## config.mk

```make
export PLATFORM = sky130hd
export DESIGN_NAME = positional_insert_delete_array
export DESIGN_NICKNAME = d
export VERILOG_FILES = /design/src/hw/rtl/pida_pkg.sv /design/src/hw/rtl/pida_cell.sv /design/src/hw/rtl/positional_insert_delete_array.sv
export SDC_FILE = /design/constraint.sdc
export NUM_CORES = 2
export LEC_CHECK = 0
export BUFFER_PORTS_ARGS = -buffer_cell sky130_fd_sc_hd__buf_2
export CAP_MARGIN = 10
export CORE_MARGIN = 2
export CORE_UTILIZATION = 25
export CTS_CLUSTER_SIZE = 40
export DETAILED_ROUTE_END_ITERATION = 8
export PLACE_DENSITY = 0.49
export SLEW_MARGIN = 40
export SYNTH_ARGS = -nofsm -noshare
export SYNTH_HDL_FRONTEND = slang
export SYNTH_SLANG_ARGS = --single-unit
```

## constraint.sdc

```tcl
create_clock -name clk -period 8.95 [get_ports clk]
set_clock_uncertainty 0.2 [all_clocks]
set_input_delay 0 -clock clk [delete_from_list [all_inputs] [get_ports clk]]
set_output_delay 0 -clock clk [all_outputs]
set_load 0.03 [all_outputs]
```

## src/hw/rtl/pida_pkg.sv

```systemverilog
// ----------------------------------------------------------------------------
// pida_pkg
// shared types, widths and codes for the positional insert/delete array
// ----------------------------------------------------------------------------
package pida_pkg;

  // list capacity, number of cells in the chain
  localparam int DEPTH     = 32;

  // fixed field widths
  localparam int DATA_W    = 32;
  localparam int POS_W     = 6;
  localparam int FUNC_W    = 2;
  localparam int STAT_W    = 2;
  localparam int OUT_IDX_W = 6;
  localparam int OUT_CNT_W = 6;

  // widths that follow the capacity
  localparam int IDX_W     = $clog2(DEPTH);
  localparam int CNT_W     = $clog2(DEPTH + 1);
  localparam int CMP_W     = ((POS_W > CNT_W) ? POS_W : CNT_W) + 1;

  typedef logic [DATA_W-1:0] data_t;
  typedef logic [IDX_W-1:0]  idx_t;
  typedef logic [CNT_W-1:0]  cnt_t;
  typedef logic [1:0]        cell_op_t;

  // operation codes
  localparam logic [FUNC_W-1:0] OP_INSERT = 2'd0;
  localparam logic [FUNC_W-1:0] OP_DELETE = 2'd1;
  localparam logic [FUNC_W-1:0] OP_READ   = 2'd2;

  // status codes
  localparam logic [STAT_W-1:0] ST_OK     = 2'd0;
  localparam logic [STAT_W-1:0] ST_BADPOS = 2'd1;
  localparam logic [STAT_W-1:0] ST_FULL   = 2'd2;

  // per-cycle cell actions
  localparam cell_op_t CELL_HOLD   = 2'd0;
  localparam cell_op_t CELL_INSERT = 2'd1;
  localparam cell_op_t CELL_DELETE = 2'd2;
  localparam cell_op_t CELL_ROTATE = 2'd3;

  // broadcast to every cell: what to do and at which cell it starts or ends
  typedef struct packed {
    cell_op_t op;
    idx_t     sel;
  } cell_ctl_t;

endpackage

```

## src/hw/rtl/pida_cell.sv

```systemverilog
// ----------------------------------------------------------------------------
// pida_cell
// one list slot: holds one word and takes it from a neighbor on a shift
// ----------------------------------------------------------------------------
module pida_cell (
  input  logic              clk,
  input  pida_pkg::cell_ctl_t ctl,
  input  pida_pkg::idx_t    my_idx,
  input  pida_pkg::data_t   left,
  input  pida_pkg::data_t   right,
  input  pida_pkg::data_t   head,
  input  pida_pkg::data_t   data_in,
  output pida_pkg::data_t   value
);
  import pida_pkg::*;

  data_t value_next;

  always_comb begin
    value_next = value;
    unique case (ctl.op)
      CELL_HOLD: begin
        value_next = value;
      end
      CELL_INSERT: begin
        // slots above the insert point move up, the insert point takes the new word
        if (my_idx == ctl.sel) begin
          value_next = data_in;
        end else if (my_idx > ctl.sel) begin
          value_next = left;
        end
      end
      CELL_DELETE: begin
        // slots from the delete point on move down
        if (my_idx >= ctl.sel) begin
          value_next = right;
        end
      end
      CELL_ROTATE: begin
        // rotate the used part of the list by one, head wraps to the end
        if (my_idx == ctl.sel) begin
          value_next = head;
        end else if (my_idx < ctl.sel) begin
          value_next = right;
        end
      end
    endcase
  end

  always_ff @(posedge clk) begin
    value <= value_next;
  end

endmodule

```

## src/hw/rtl/positional_insert_delete_array.sv

```systemverilog
// ----------------------------------------------------------------------------
// positional_insert_delete_array
// ordered list of signed words with insert and delete by position and read-out
// ----------------------------------------------------------------------------
// insert, delete, bad requests and empty read-out give their word from the output
//   register in the cycle after acceptance
// insert and delete are taken back to back while the output is free; a read-out
//   holds off the input until its last word is sent, one rotation of the cell chain per word
// reset: synchronous, clears the entry count and the handshake state; cell
//   contents are not cleared and are only read below the count
module positional_insert_delete_array (
  input  logic        clk,
  input  logic        rst,
  // input stream
  input  logic        s_tvalid,
  output logic        s_tready,
  input  logic [39:0] s_tdata,   // [5:0] position, [37:6] data_in, [39:38] zero
  input  logic [1:0]  s_tuser,   // [1:0] func
  // result stream
  output logic        m_tvalid,
  input  logic        m_tready,
  output logic [47:0] m_tdata,   // [31:0] data_out, [37:32] entry_index,
                                 // [43:38] entry_count, [47:44] zero
  output logic [1:0]  m_tuser,   // [1:0] status
  output logic        m_tlast
);
  import pida_pkg::*;

  // --------------------------------------------------------------------------
  // control registers
  // --------------------------------------------------------------------------
  cnt_t  count;              // entries in use
  logic  busy;               // read-out in progress
  idx_t  rd_idx;             // index of the next word to send during read-out

  // output register
  logic [STAT_W-1:0]    out_status;
  data_t                out_data;
  logic [OUT_IDX_W-1:0] out_index;
  logic [OUT_CNT_W-1:0] out_count;
  logic                 out_last;

  // --------------------------------------------------------------------------
  // input word unpacking
  // --------------------------------------------------------------------------
  logic [FUNC_W-1:0] func;
  logic [POS_W-1:0]  position;
  data_t             data_in;

  assign func     = s_tuser;
  assign position = s_tdata[POS_W-1:0];
  assign data_in  = s_tdata[POS_W +: DATA_W];

  // --------------------------------------------------------------------------
  // handshake
  // --------------------------------------------------------------------------
  logic out_free;
  logic acc;
  logic rd_step;

  // output register can take a new word this cycle
  assign out_free = !m_tvalid || m_tready;
  assign s_tready = !busy && out_free;
  assign acc      = s_tvalid && s_tready;
  // during read-out one entry leaves per free output slot
  assign rd_step  = busy && out_free;

  // --------------------------------------------------------------------------
  // request checks
  // --------------------------------------------------------------------------
  logic [CMP_W-1:0] pos_ext;
  logic [CMP_W-1:0] cnt_ext;
  logic             is_full;
  logic             ins_bad;
  logic             del_bad;
  logic             ins_ok;
  logic             del_ok;
  idx_t             pos_m1;
  idx_t             cnt_m1;
  logic             rd_last;
  logic             rd_start;

  assign pos_ext = CMP_W'(position);
  assign cnt_ext = CMP_W'(count);
  assign is_full = (count == CNT_W'(DEPTH));
  // position is 1-based: insert allows up to count + 1, delete up to count
  assign ins_bad = (position == '0) || (pos_ext > cnt_ext + CMP_W'(1));
  assign del_bad = (position == '0) || (pos_ext > cnt_ext);
  // full is checked before the position
  assign ins_ok  = acc && (func == OP_INSERT) && !is_full && !ins_bad;
  assign del_ok  = acc && (func == OP_DELETE) && !del_bad;
  // only used when the request is valid, then it fits the cell index
  assign pos_m1  = IDX_W'(pos_ext - CMP_W'(1));
  assign cnt_m1  = IDX_W'(count - CNT_W'(1));
  assign rd_last = (rd_idx == cnt_m1);
  // a read-out of a non-empty list keeps the block busy until every entry is sent
  assign rd_start = acc && (func == OP_READ) && (count != '0);

  logic [STAT_W-1:0] req_status;

  always_comb begin
    req_status = ST_OK;
    unique case (func)
      OP_INSERT: begin
        if (is_full) begin
          req_status = ST_FULL;
        end else if (ins_bad) begin
          req_status = ST_BADPOS;
        end
      end
      OP_DELETE: begin
        if (del_bad) begin
          req_status = ST_BADPOS;
        end
      end
      default: begin
        req_status = ST_OK;
      end
    endcase
  end

  // --------------------------------------------------------------------------
  // cell chain
  // --------------------------------------------------------------------------
  cell_ctl_t ctl;
  data_t     cell_val [DEPTH];

  always_comb begin
    ctl.op  = CELL_HOLD;
    ctl.sel = '0;
    if (rd_step) begin
      // rotate the used slots so the next entry sits in cell 0
      ctl.op  = CELL_ROTATE;
      ctl.sel = cnt_m1;
    end else if (ins_ok) begin
      ctl.op  = CELL_INSERT;
      ctl.sel = pos_m1;
    end else if (del_ok) begin
      ctl.op  = CELL_DELETE;
      ctl.sel = pos_m1;
    end
  end

  for (genvar i = 0; i < DEPTH; i++) begin : g_cell
    data_t left_val;
    data_t right_val;

    if (i == 0) begin : g_first
      assign left_val = '0;
    end else begin : g_inner_l
      assign left_val = cell_val[i-1];
    end

    if (i == DEPTH - 1) begin : g_last
      assign right_val = cell_val[i];
    end else begin : g_inner_r
      assign right_val = cell_val[i+1];
    end

    pida_cell u_cell (
      .clk     (clk),
      .ctl     (ctl),
      .my_idx  (IDX_W'(i)),
      .left    (left_val),
      .right   (right_val),
      .head    (cell_val[0]),
      .data_in (data_in),
      .value   (cell_val[i])
    );
  end

  // --------------------------------------------------------------------------
  // count and read-out control
  // --------------------------------------------------------------------------
  cnt_t count_next;

  always_comb begin
    count_next = count;
    if (ins_ok) begin
      count_next = count + CNT_W'(1);
    end else if (del_ok) begin
      count_next = count - CNT_W'(1);
    end
  end

  always_ff @(posedge clk) begin
    if (rst) begin
      count  <= '0;
      busy   <= 1'b0;
      rd_idx <= '0;
    end else begin
      count <= count_next;
      if (rd_start) begin
        busy   <= 1'b1;
        rd_idx <= '0;
      end else if (rd_step) begin
        rd_idx <= rd_idx + IDX_W'(1);
        if (rd_last) begin
          busy <= 1'b0;
        end
      end
    end
  end

  // --------------------------------------------------------------------------
  // output register
  // --------------------------------------------------------------------------
  logic out_load;

  // every accepted word but the start of a non-empty read-out answers at once
  assign out_load = (acc && !rd_start) || rd_step;

  always_ff @(posedge clk) begin
    if (rst) begin
      m_tvalid <= 1'b0;
    end else if (out_free) begin
      m_tvalid <= out_load;
    end
  end

  always_ff @(posedge clk) begin
    if (rd_step) begin
      out_status <= ST_OK;
      out_data   <= cell_val[0];
      out_index  <= OUT_IDX_W'(rd_idx);
      out_count  <= OUT_CNT_W'(count);
      out_last   <= rd_last;
    end else if (acc && !rd_start) begin
      out_status <= req_status;
      out_data   <= '0;
      out_index  <= '0;
      out_count  <= OUT_CNT_W'(count_next);
      out_last   <= 1'b1;
    end
  end

  assign m_tdata = {4'b0, out_count, out_index, out_data};
  assign m_tuser = out_status;
  assign m_tlast = out_last;

  // --------------------------------------------------------------------------
  // assertions
  // --------------------------------------------------------------------------
  a_busy_nonempty: assert property (@(posedge clk) disable iff (rst)
    busy |-> (count != '0))
    else $error("read-out running on an empty list");

  a_rd_idx_range: assert property (@(posedge clk) disable iff (rst)
    busy |-> (CNT_W'(rd_idx) < count))
    else $error("read-out index past the entry count");

  a_no_accept_busy: assert property (@(posedge clk) disable iff (rst)
    busy |-> !s_tready)
    else $error("input taken during read-out");

  a_insert_count: assert property (@(posedge clk) disable iff (rst)
    ins_ok |=> (count == $past(count) + CNT_W'(1)))
    else $error("insert did not grow the list");

  a_readout_end: assert property (@(posedge clk) disable iff (rst)
    (rd_step && rd_last) |=> (!busy && m_tvalid && m_tlast))
    else $error("read-out did not end on its last word");

endmodule

```

==> metrics.md <==
| Metric | Value |
|---|---|
| Outcome | `complete, no violations` |
| Share of the synthesized area in the top cell type | `52.2%` |
| DRC | `0` |
| Mapped Avg Cell Area | `11.3 um^2` |
| Synth warn | `0` |
| Fraction of layout cells with a size suffix above 1 | `13.0%` |
| Hold path depth | `6` |
| Initial antenna violation count | `20` |
| Layout Cells excl Fill | `between 8,000 and 9,000` |
| FFs w/ async S/R, synth | `0%` |
| Total track usage | `22.0%` |
| Post-layout min period | `6.41 ns` |
| Worst hold slack | `0.0580 ns` |
| Inserted Clock Buffers | `134` |
| Netlist cell types | `81` |
| Register area share after synthesis | `52.7%` |
| Area of the core | `~0.25 mm^2` |
| Hpwl dp | `164,000 um` |
| EDFF count, synth | `1,068` |
| Register share of total power | `46.0%` |
| Clock latency on the worst-skew pair | `0.83 ns` |
| Fillcell total | `25,085` |
| Internal power | `9.43 mW` |
| Ports | `99` |
| Die Wd | `between 400 and 500 um` |
| Worst R2R End | `g_cell[10].u_cell.value[19]` |
| Crit path kind | `reg2reg` |
| CTS Sinks | `roughly 1,100` |
| Mapped cell area | `0.0615 mm^2` |
| Vias | `52,197` |
| Dpl cells | `~8,300` |
| Worst hold path class | `in2reg` |
| Reg2Reg Depth | `14` |
| Critical Path AT | `6.66 ns` |
| Hold Path Origin | `s_tuser[0]` |
| Die area | `~0.25 mm^2` |
| Root Buffer | `clkbuf_16` |
| Vias in the first global route | `49,299` |
| Vias/cell | `6.07` |
| Worst r2r src | `count[0]` |
| Register bit total from synthesis | `around 1,100` |
| Number of max-cap violations | `0` |
| Setup TNS | `0 ns` |
| I/O Buffers | `91` |
| Die height | `500 um` |
| Pwr Total | `13.3 mW` |
| Fin nets | `5,331` |
| Startpoint types | `flip-flop` |
| Most frequent cells in the layout | `edfxtp_1 (1,068), mux2i_1 (743), nand2_1 (693)` |
| Worst path bufs/invs | `4` |
| Critical path endpoint category | `flip-flop` |
| Clock group share of total power | `40.0%` |
| Crit path cell chain | `inv_1 -> ha_1 -> inv_1 -> ha_1 -> nand3b_1 -> a21oi_1 -> o21a_4 -> o221ai_4 -> nand2_1 -> or3_2 -> buf_4 -> a21oi_1 -> a21o_2 -> buf_4` |
| Most common cell after layout, fill and taps aside | `edfxtp_1` |
| Initial core utilization | `25.1%` |
| PostCTS Resize Cnt | `0` |
| Final slew viol count | `0` |
| Worst Tran Pin Value | `1.00 ns` |
| Slowest library cell on the worst path | `ha_1` |
| Area leader, netlist | `edfxtp_1` |
| Synth Instances | `5,439` |
| Ys flop type | `edfxtp_1` |
| Final wirelength | `about 290,000 um` |
| Max_slew headroom | `between 30% and 40%` |
| NetSw | `approximately 4 mW` |
| Final Cycle Share | `71.7%` |
| Ranking of synthesized cells by area | `edfxtp_1 (52%), mux2i_1 (12%), a221o_1 (5.1%)` |
| Largest net degree at the start of global routing | `179` |
| Wire per inst | `33.5 um` |
| PD cells | `189 mW/mm^2` |
| Crit-path max cell delay | `0.69 ns` |
| Static Leak | `roughly 24 nW` |
| Crit path max-delay family | `compound AO/OA/AOI/OAI gates` |
| Global-route wire length before repair | `393,000 um` |
| RSZ-0062 raised after global routing | `false` |
| Maximum vdd drop | `0.145 mV` |
| Comb power frac | `14.0%` |
| Cell Rows | `182` |
| Grt ovf | `0` |
| ANT nets after route | `0` |
| Final hold violations | `0` |
| Starting DRC count in detailed routing | `7,789` |
| Gpl congestion | `0.886` |
| Worst Hold Path EP | `m_tuser[0]` |
| Drt pass-1 iters | `6` |
| Sw Ratio | `29.2%` |
| Flop2flop setup slack | `2.54 ns` |
| Max Clock Freq | `around 0.16 GHz` |
| Clock slew at reported path FFs | `0.06 ns` |
| Layout Area Growth over Synthesis | `14.9%` |
| Setup violations, final | `0` |
| Buffers from clock root to sink, at most | `3` |
| Max Fanout on Critical Path | `34` |
| Worst path required time | `9.19 ns` |
| TritonCTS clock tree | `done` |
| H-Tree Depth | `4` |
## cell families after synthesis
kind of cell / share of synthesized area, %
other cells: 0.00610
fa+ha+maj: 0.366
buf+inv: 4.69
flops: 52.7
mux: 14.0
xor+xnor: 0.385
simple gates: 10.4
compound gates: 17.5
## worst max path at each step
stage / startpoint / to / slack, ns / cells after the start
global placement: count[0] / g_cell[11].u_cell.value[18] / 2.28 / 13
global route: count[0] / g_cell[10].u_cell.value[19] / 2.34 / 14
floorplan: count[0] / g_cell[21].u_cell.value[0] / 1.80 / 14
detailed placement: count[0] / g_cell[11].u_cell.value[15] / 2.62 / 14
CTS: count[0] / g_cell[11].u_cell.value[18] / 2.65 / 14
finish: count[0] / g_cell[10].u_cell.value[19] / 2.54 / 14
## power groups by stage
stage / sequential, mW / clock (mW) / combinational [mW]
6_report: 6.14 / 5.33 / 1.86
5_1_grt: 6.16 / 5.55 / 1.93
3_5_place_dp: 6.23 / 0 / 1.79
4_1_cts: 6.13 / 5.38 / 1.81
3_3_place_gp: 6.23 / 0 / 1.73
2_1_floorplan: 6.20 / 0 / 1.04
## cell usage after synthesis (all sizes together) (15+ instances only)
library cell  count
a211oi           38
a21oi           150
a221o           312
a221oi          356
a22oi            68
a31oi           198
and3            178
buf             156
clkbuf          494
dfxtp            15
edfxtp         1068
ha               18
inv              45
mux2             97
mux2i           748
nand2           698
nand3            92
nand4            15
nor2            170
nor3            162
nor4             15
o211ai           66
o21ai           171
xnor2            21
## tightest hold or removal path: cells and delay by family
kind	cells	cell delay, ns
AND/OR/NAND/NOR	1	0.05
AO/OA/AOI/OAI	3	0.29
buffers and inverters	2	0.68
## registers in the layout, summed over array words and instances, names as in the netlist
signal / cells
busy: 1
out_index: 5
count: 6
m_tlast: 1
rd_idx: 5
out_count: 6
g_cell.u_cell.value: 1024
m_tvalid: 1
out_data: 32
m_tuser: 2
## repair_timing
action	in CTS	in global routing
endpoints found under the hold margin	687	0
setup buffers	0	0
hold buffers	48	0
## stage by stage
step                      worst slack [ns]  util, %  area, um^2
after floorplan                       1.80        -       61500
after global placement                2.28     26.7       65400
after detailed placement              2.62     26.9       66000
after CTS                             2.65     28.8       70600
after global routing                  2.34     28.8       70600
final                                 2.54     28.8       70600
## area by class of cell
type	instances	area (um^2)	share of cell area (%)
diodes	10	25.0	0.0354
clock buffers	163	3480	4.93
clock inverters	77	612	0.866
inverters	45	169	0.239
multi-input cells	3665	27100	38.3
flip-flops and latches	1083	32400	45.8
well taps	3220	4030	5.70
repair buffers	338	2880	4.08
## routing by layer
layer  GRT usage [%]  share of wire, %
met5           0.154             0.016
met4            11.2               5.9
met3            5.46                11
met2            34.6                45
met1            28.0                38
Note: power is estimated with default switching activity, not from simulation.
